[config.mk]
export PLATFORM = sky130hd
export DESIGN_NAME = bmd_decode
export DESIGN_NICKNAME = d
export VERILOG_FILES = /design/src/bmd_pkg.sv /design/src/bmd_decode.sv
export SDC_FILE = /design/constraint.sdc
export NUM_CORES = 1
export LEC_CHECK = 0
export BUFFER_PORTS_ARGS = -buffer_cell sky130_fd_sc_hd__buf_4
export CAP_MARGIN = 25
export CORE_MARGIN = 4
export CORE_UTILIZATION = 27
export DETAILED_ROUTE_END_ITERATION = 16
export GPL_TIMING_DRIVEN = 0
export PLACE_DENSITY = 0.81
export SKIP_LAST_GASP = 1
export SLEW_MARGIN = 25
export SYNTH_ARGS = -nofsm -noshare
export SYNTH_HDL_FRONTEND = slang
export SYNTH_SLANG_ARGS = --single-unit
[constraint.sdc]
create_clock -name vclk -period 1.21
set_clock_uncertainty 0.05 [all_clocks]
set_input_delay 0.1815 -clock vclk [all_inputs]
set_output_delay 0.1815 -clock vclk [all_outputs]
set_load 0.01 [all_outputs]
[src/bmd_pkg.sv]
package bmd_pkg;

  localparam int MEM_ADDR_W = 16;
  localparam int VID_ADDR_W = 14;
  localparam int DATA_W     = 8;

  typedef logic [DATA_W-1:0]     byte_t;
  typedef logic [MEM_ADDR_W-1:0] addr_t;
  typedef logic [VID_ADDR_W-1:0] vid_addr_t;

  typedef enum logic [1:0] {
    ACT_READ  = 2'd0,
    ACT_WRITE = 2'd1,
    ACT_PORT  = 2'd2,
    ACT_LOAD  = 2'd3
  } action_e;

  typedef enum logic [2:0] {
    SRC_ROM  = 3'd0,
    SRC_USER = 3'd1,
    SRC_VID2 = 3'd2,
    SRC_VID3 = 3'd3,
    SRC_NONE = 3'd4
  } src_e;

  localparam addr_t PORT_MASK     = 16'h207F;
  localparam byte_t BANK_PORT     = 8'h7F;
  localparam byte_t VIDEO_PORT    = 8'h80;
  localparam addr_t ROM_LOW_END   = 16'h6000;
  localparam addr_t DISK_ROM_BASE = 16'hE000;
  localparam byte_t NO_DATA       = 8'hFF;
  localparam byte_t ZERO_DATA     = 8'h00;

  // bank latch bits
  localparam int BS_USER_WR_OFF = 0;
  localparam int BS_VID2_WR_ON  = 1;
  localparam int BS_VID3_WR_ON  = 2;
  localparam int BS_ROM_RD_OFF  = 4;
  localparam int BS_USER_RD_OFF = 5;
  localparam int BS_VID_RD_ON   = 6;
  // video latch bits
  localparam int VC_VID2_OFF    = 2;
  localparam int VC_VID3_OFF    = 3;

  typedef struct packed {
    logic [1:0] action;
    addr_t      address;
    byte_t      write_data;
  } in_item_t;

  typedef struct packed {
    byte_t      read_data;
    logic [2:0] source_bank;
  } out_item_t;

  typedef struct packed {
    byte_t bank_sel;
    byte_t video_ctl;
    logic  disk_rom_disable;
    logic  rom_e000_ff;
  } ctl_t;

  typedef struct packed {
    logic      is_read;
    src_e      src;
    logic      rom_re;
    logic      rom_we;
    logic      user_re;
    logic      user_we;
    logic      vid2_re;
    logic      vid2_we;
    logic      vid3_re;
    logic      vid3_we;
    vid_addr_t vid_addr;
    logic      bank_ld;
    logic      video_ld;
    logic      rom_e000_ld;
  } dec_t;

  // mirror map folded into the 16K window: only bit 13 ever changes
  function automatic vid_addr_t video_offset(addr_t a);
    logic flip;
    case (a[15:13])
      3'd1, 3'd2, 3'd5, 3'd6: flip = 1'b1;
      default:                flip = 1'b0;
    endcase
    return {a[13] ^ flip, a[12:0]};
  endfunction

endpackage

[src/bmd_decode.sv]
module bmd_decode import bmd_pkg::*; (
  input  logic     go,
  input  in_item_t item,
  input  ctl_t     ctl,
  output dec_t     dec
);

  logic  rom_hit;
  logic  port_alias;
  byte_t port_lo;

  always_comb begin
    port_alias = (item.address & PORT_MASK) == PORT_MASK;
    port_lo    = port_alias ? BANK_PORT : item.address[7:0];

    rom_hit = !ctl.bank_sel[BS_ROM_RD_OFF] &&
              ((item.address < ROM_LOW_END) ||
               ((item.address >= DISK_ROM_BASE) && !ctl.rom_e000_ff &&
                !ctl.disk_rom_disable));

    dec          = '0;
    dec.src      = SRC_NONE;
    dec.vid_addr = video_offset(item.address);

    unique case (action_e'(item.action))
      ACT_READ: begin
        dec.is_read = 1'b1;
        if (rom_hit) begin
          dec.src = SRC_ROM;
        end else if (!ctl.bank_sel[BS_USER_RD_OFF]) begin
          dec.src = SRC_USER;
        end else if (ctl.bank_sel[BS_VID_RD_ON]) begin
          if (!ctl.video_ctl[VC_VID2_OFF]) begin
            dec.src = SRC_VID2;
          end else if (!ctl.video_ctl[VC_VID3_OFF]) begin
            dec.src = SRC_VID3;
          end
        end
        dec.rom_re  = go;
        dec.user_re = go;
        dec.vid2_re = go;
        dec.vid3_re = go;
      end
      ACT_WRITE: begin
        dec.user_we = go && !ctl.bank_sel[BS_USER_WR_OFF];
        dec.vid2_we = go && ctl.bank_sel[BS_VID2_WR_ON] && !ctl.video_ctl[VC_VID2_OFF];
        dec.vid3_we = go && ctl.bank_sel[BS_VID3_WR_ON] && !ctl.video_ctl[VC_VID3_OFF];
      end
      ACT_PORT: begin
        dec.bank_ld  = go && (port_lo == BANK_PORT);
        dec.video_ld = go && (port_lo == VIDEO_PORT);
      end
      ACT_LOAD: begin
        dec.rom_we      = go;
        // shadow of the disk rom signature byte
        dec.rom_e000_ld = go && (item.address == DISK_ROM_BASE);
      end
      default: begin
        dec.src = SRC_NONE;
      end
    endcase
  end

endmodule

=== Word level (Yosys, flattened, before mapping) ===
Index checks and enable logic that the tools add are counted.

* Magnitude comparators: 2
* Equality and inequality tests: 11
* Muxes and demuxes: 15
* Bitwise operators: 1
* Reduce and logical (&&, ||, !) cells: 20

{| class="wikitable"
|+ Operator list
! cell !! count
|-
| 16-bit equality test (second input constant) || 1
|-
| 8-bit equality test (second input constant) || 2
|-
| 16-bit >= comparator (second input constant) || 1
|-
| 16-bit by 15-bit less-than comparator with 1-bit output (second input constant) || 1
|-
| 3-bit 2-to-1 mux || 5
|-
| 1-bit logical AND || 11
|-
| 8-bit by 7-bit equality test with 1-bit output (second input constant) || 1
|-
| 8-bit 2-to-1 mux || 1
|-
| 1-bit 2-to-1 mux || 7
|-
| 3-bit equality test (second input constant) || 2
|-
| 1-bit logical NOT || 6
|-
| 5-bit 2-to-1 mux || 1
|-
| 2-bit equality test (second input constant) || 2
|-
| 4-bit OR reduction || 1
|-
| 3-bit by 1-bit equality test with 1-bit output (second input constant) || 1
|-
| 3-bit by 2-bit equality test with 1-bit output (second input constant) || 1
|-
| 2-bit by 1-bit equality test with 1-bit output (second input constant) || 1
|-
| 2-bit logical NOT || 1
|-
| 2-bit 2-to-1 mux || 1
|-
| 1-bit logical OR || 1
|-
| 1-bit bitwise XOR || 1
|}

* Bits in registers: 0
* Bits of input ports: 45
* Logic and storage cells: 49

=== Logic depth before layout (Yosys ltp) ===
* Word-level depth: 7
* Mapped depth: 4

=== Worst setup path before layout ===
OpenSTA, ideal clock, no wires.

* Path type: input port to output port
* From: input port ctl[14] (netlist name)
* To: output port dec[25] (netlist name)
* Arrival time: 1.003 ns
* Required time: 0.978 ns
* Setup slack: -0.024 ns
* Cell stages on the path: 3
* Path buffers: 0
* Cells stage by stage: and2b_1 > nor4b_4 > a2111oi_1

{| class="wikitable"
|+ RTL lines
! element !! RTL line !! RTL
|-
| start: declaration || bmd_decode.sv:4 || <nowiki>input ctl_t ctl,</nowiki>
|-
| end: declaration || bmd_decode.sv:5 || <nowiki>output dec_t dec</nowiki>
|}

==> results.json <==
{
  "place_area_sq_um": 842.1,
  "core_sq_um": 1318,
  "endpoint": "dec[1]",
  "critical_path.startpoint_type": "primary input",
  "maxSlewHeadroom": 0.7902,
  "cp.required_ns": 0.98,
  "num_rows": 13,
  "grt_usage": 0.1731,
  "grt_pass1_vias": 686,
  "cellPowerDensity_nw_per_um2": 310.5,
  "routed_wl_microns": 1818,
  "hold_viol": 0,
  "yosysUniqueCellTypes": 29,
  "fmax_mhz": 692.8,
  "failed_checks": "setup timing",
  "area.growth.synth_to_final_pct": 165.9,
  "fin_setup_tns_ns": -0.5260,
  "gp_congestion": 0.6753,
  "routed_via_density": 4.783,
  "status": "complete, but fails checks",
  "first_iter_violations": 1,
  "synth_top_family_by_area": "simple AND/OR/NAND/NOR gates",
  "synth_mux_area_frac": 0,
  "yosysSeqAreaShare": 0,
  "grt_pass1_wl_microns": 2732,
  "endpoint_kind": "output pin",
  "drcViolationCount": 0,
  "peakVddDrop_mv": 0.2007,
  "hp-class": "primary input to output pin",
  "rsz0062_at_grt": "yes",
  "setup_viol": 8,
  "synth_xor_xnor_area_share": 0,
  "drive_gt1_frac": 0.8421,
  "use_met2": 0.3426,
  "critical_path.startpoint": "item[14]",
  "path_depth": 6,
  "ant_nets": 0,
  "drv_cap": 0,
  "die_area_sq_um": 2079,
  "fin_crit_sh": 1.193,
  "synth_compound_area_frac": 0.1115,
  "syn_nets": 97,
  "yosys.area.top_type": "buf_4",
  "synth_adder_area_share": 0,
  "post-route-worst-setup-slack_ns": -0.2335,
  "portBuffers": 58,
  "critPathKind": "primary input to output pin",
  "slew_violations": 0,
  "path_max_fanout": 2,
  "synth_commonest_cells": "16 x buf_4, 3 x nor3b_1",
  "critPathBufInv": 3,
  "io_pins": 74,
  "die_w_microns": 45.60,
  "die_y_microns": 45.60,
  "synth_area_sq_um": 381.6,
  "num_vias": 617,
  "grt_max_degree": 7,
  "antenna_found_initial": 0,
  "final_area_sq_um": 1015,
  "syn_area_per_cell_sq_um": 7.339,
  "synth_top_area_frac": 0.3148,
  "gr-usage-met1": 0.1837,
  "hold_path.startpoint": "ctl[10]",
  "start_util": 0.2896,
  "cp_top_family": "simple AND/OR/NAND/NOR gates",
  "yosys_warnings": 0,
  "met3_usage": 0.04348,
  "seqCellArea_sq_um": 0,
  "cts-hold-fix-buffers": 0,
  "grt_busiest_layer": "met2",
  "clkbuf_count": 0,
  "dpl.hpwl_microns": 1333,
  "leakage_nw": 0.5045,
  "worst_path_most_repeated_cell": "buf_4",
  "slowest_delay_ns": 0.25,
  "timing.critical_path.cells": "buf_8 > nor4_4 > nand4_1 > buf_4 > nor3b_2 > buf_4",
  "seq_cells": 0,
  "postSynthCellCount": 52,
  "gr-total-overflow": 0,
  "crit_slowest_cell": "nor4_4",
  "diodes": 0,
  "nets": 161,
  "tightest_slew_ns": 0.3134,
  "synth_area_leaders": "buf_4 31%, nor4b_4 6.2%, nor3b_1 5.9%, nand3b_1 3.9%, nand4_1 3.3%",
  "synth-simple-area-share": 0.5443,
  "cp.arrival_ns": 1.21,
  "post_drt_wl_per_cell_microns": 14.09,
  "synth.most_common_cell": "buf_4",
  "dr.pass1.iters": 2,
  "post-route-min-period_ns": 1.443
}
## per-layer routing
layer,wire (microns),up-vias
li1,-,304
met1,585,273
met2,983,38
met3,226,2
met4,23,0
met5,0,-
## cells by family (layout without fill, tap and decap cells)
logic type	count (synthesis)	count (layout)
AO/OA/AOI/OAI	5	5
buffers and inverters	19	81
AND/OR/NAND/NOR	28	28
## worst min-delay path by stage
stage | end | slack (ns) | cells after the start
global placement | dec[21] | 0.55 | 3
floorplan | dec[21] | 0.36 | 1
CTS | dec[21] | 0.55 | 3
detailed placement | dec[21] | 0.55 | 3
global route | dec[21] | 0.57 | 3
finish | dec[21] | 0.55 | 3
## through the flow
step / setup slack [ns] / power [mW] / hold slack, ns / std cells / utilization
2_1_floorplan: 0.02621 / 0.1022 / 0.3605 / 52 / -
3_3_place_gp: -0.2708 / 0.2583 / 0.5514 / 125 / 0.6391
3_5_place_dp: -0.2782 / 0.2616 / 0.5528 / 125 / 0.6391
4_1_cts: -0.2823 / 0.3028 / 0.5528 / 127 / 0.7417
5_1_grt: -0.2674 / 0.3377 / 0.5687 / 129 / 0.7702
6_report: -0.2335 / 0.3151 / 0.5535 / 129 / 0.7702
## power by group
part | switching (mW) | internal, mW | leakage (nW) | total, mW
Clock | 0 | 0 | 0 | 0
Combinational | 0.122 | 0.194 | 0.504 | 0.315
Sequential | 0 | 0 | 0 | 0
Total | 0.122 | 0.194 | 0.504 | 0.315
## layout make-up
type	instances	area, sq um
multi-input cells	33	336.6
repair buffers	62	514.2
fillers	86	302.8
well taps	15	18.77
plain buffers	17	135.1
inverters	2	10.01
## cells in the final DEF, fill, tap and decap left out, drive strengths merged
master / netlist / layout
nand2: 3 / 3
or4: 1 / 1
nand4: 2 / 2
inv: 2 / 2
clkbuf: 1 / 1
a311oi: 1 / 1
a2111oi: 2 / 2
nand4b: 1 / 1
nor3: 2 / 2
buf: 16 / 78
nand3b: 2 / 2
and2b: 1 / 1
and3: 2 / 2
nor3b: 3 / 3
and2: 2 / 2
nor4: 3 / 3
a21bo: 1 / 1
a21oi: 1 / 1
nor2: 2 / 2
nand4bb: 1 / 1
nor4b: 1 / 1
nand3: 1 / 1
or2: 1 / 1
## timing repair
item,CTS,global route
buffers inserted,2,2
pin swaps,10,5
endpoints found under the setup margin,10,9
gates resized for setup,25,5
Note: power is estimated with default switching activity, not from simulation.
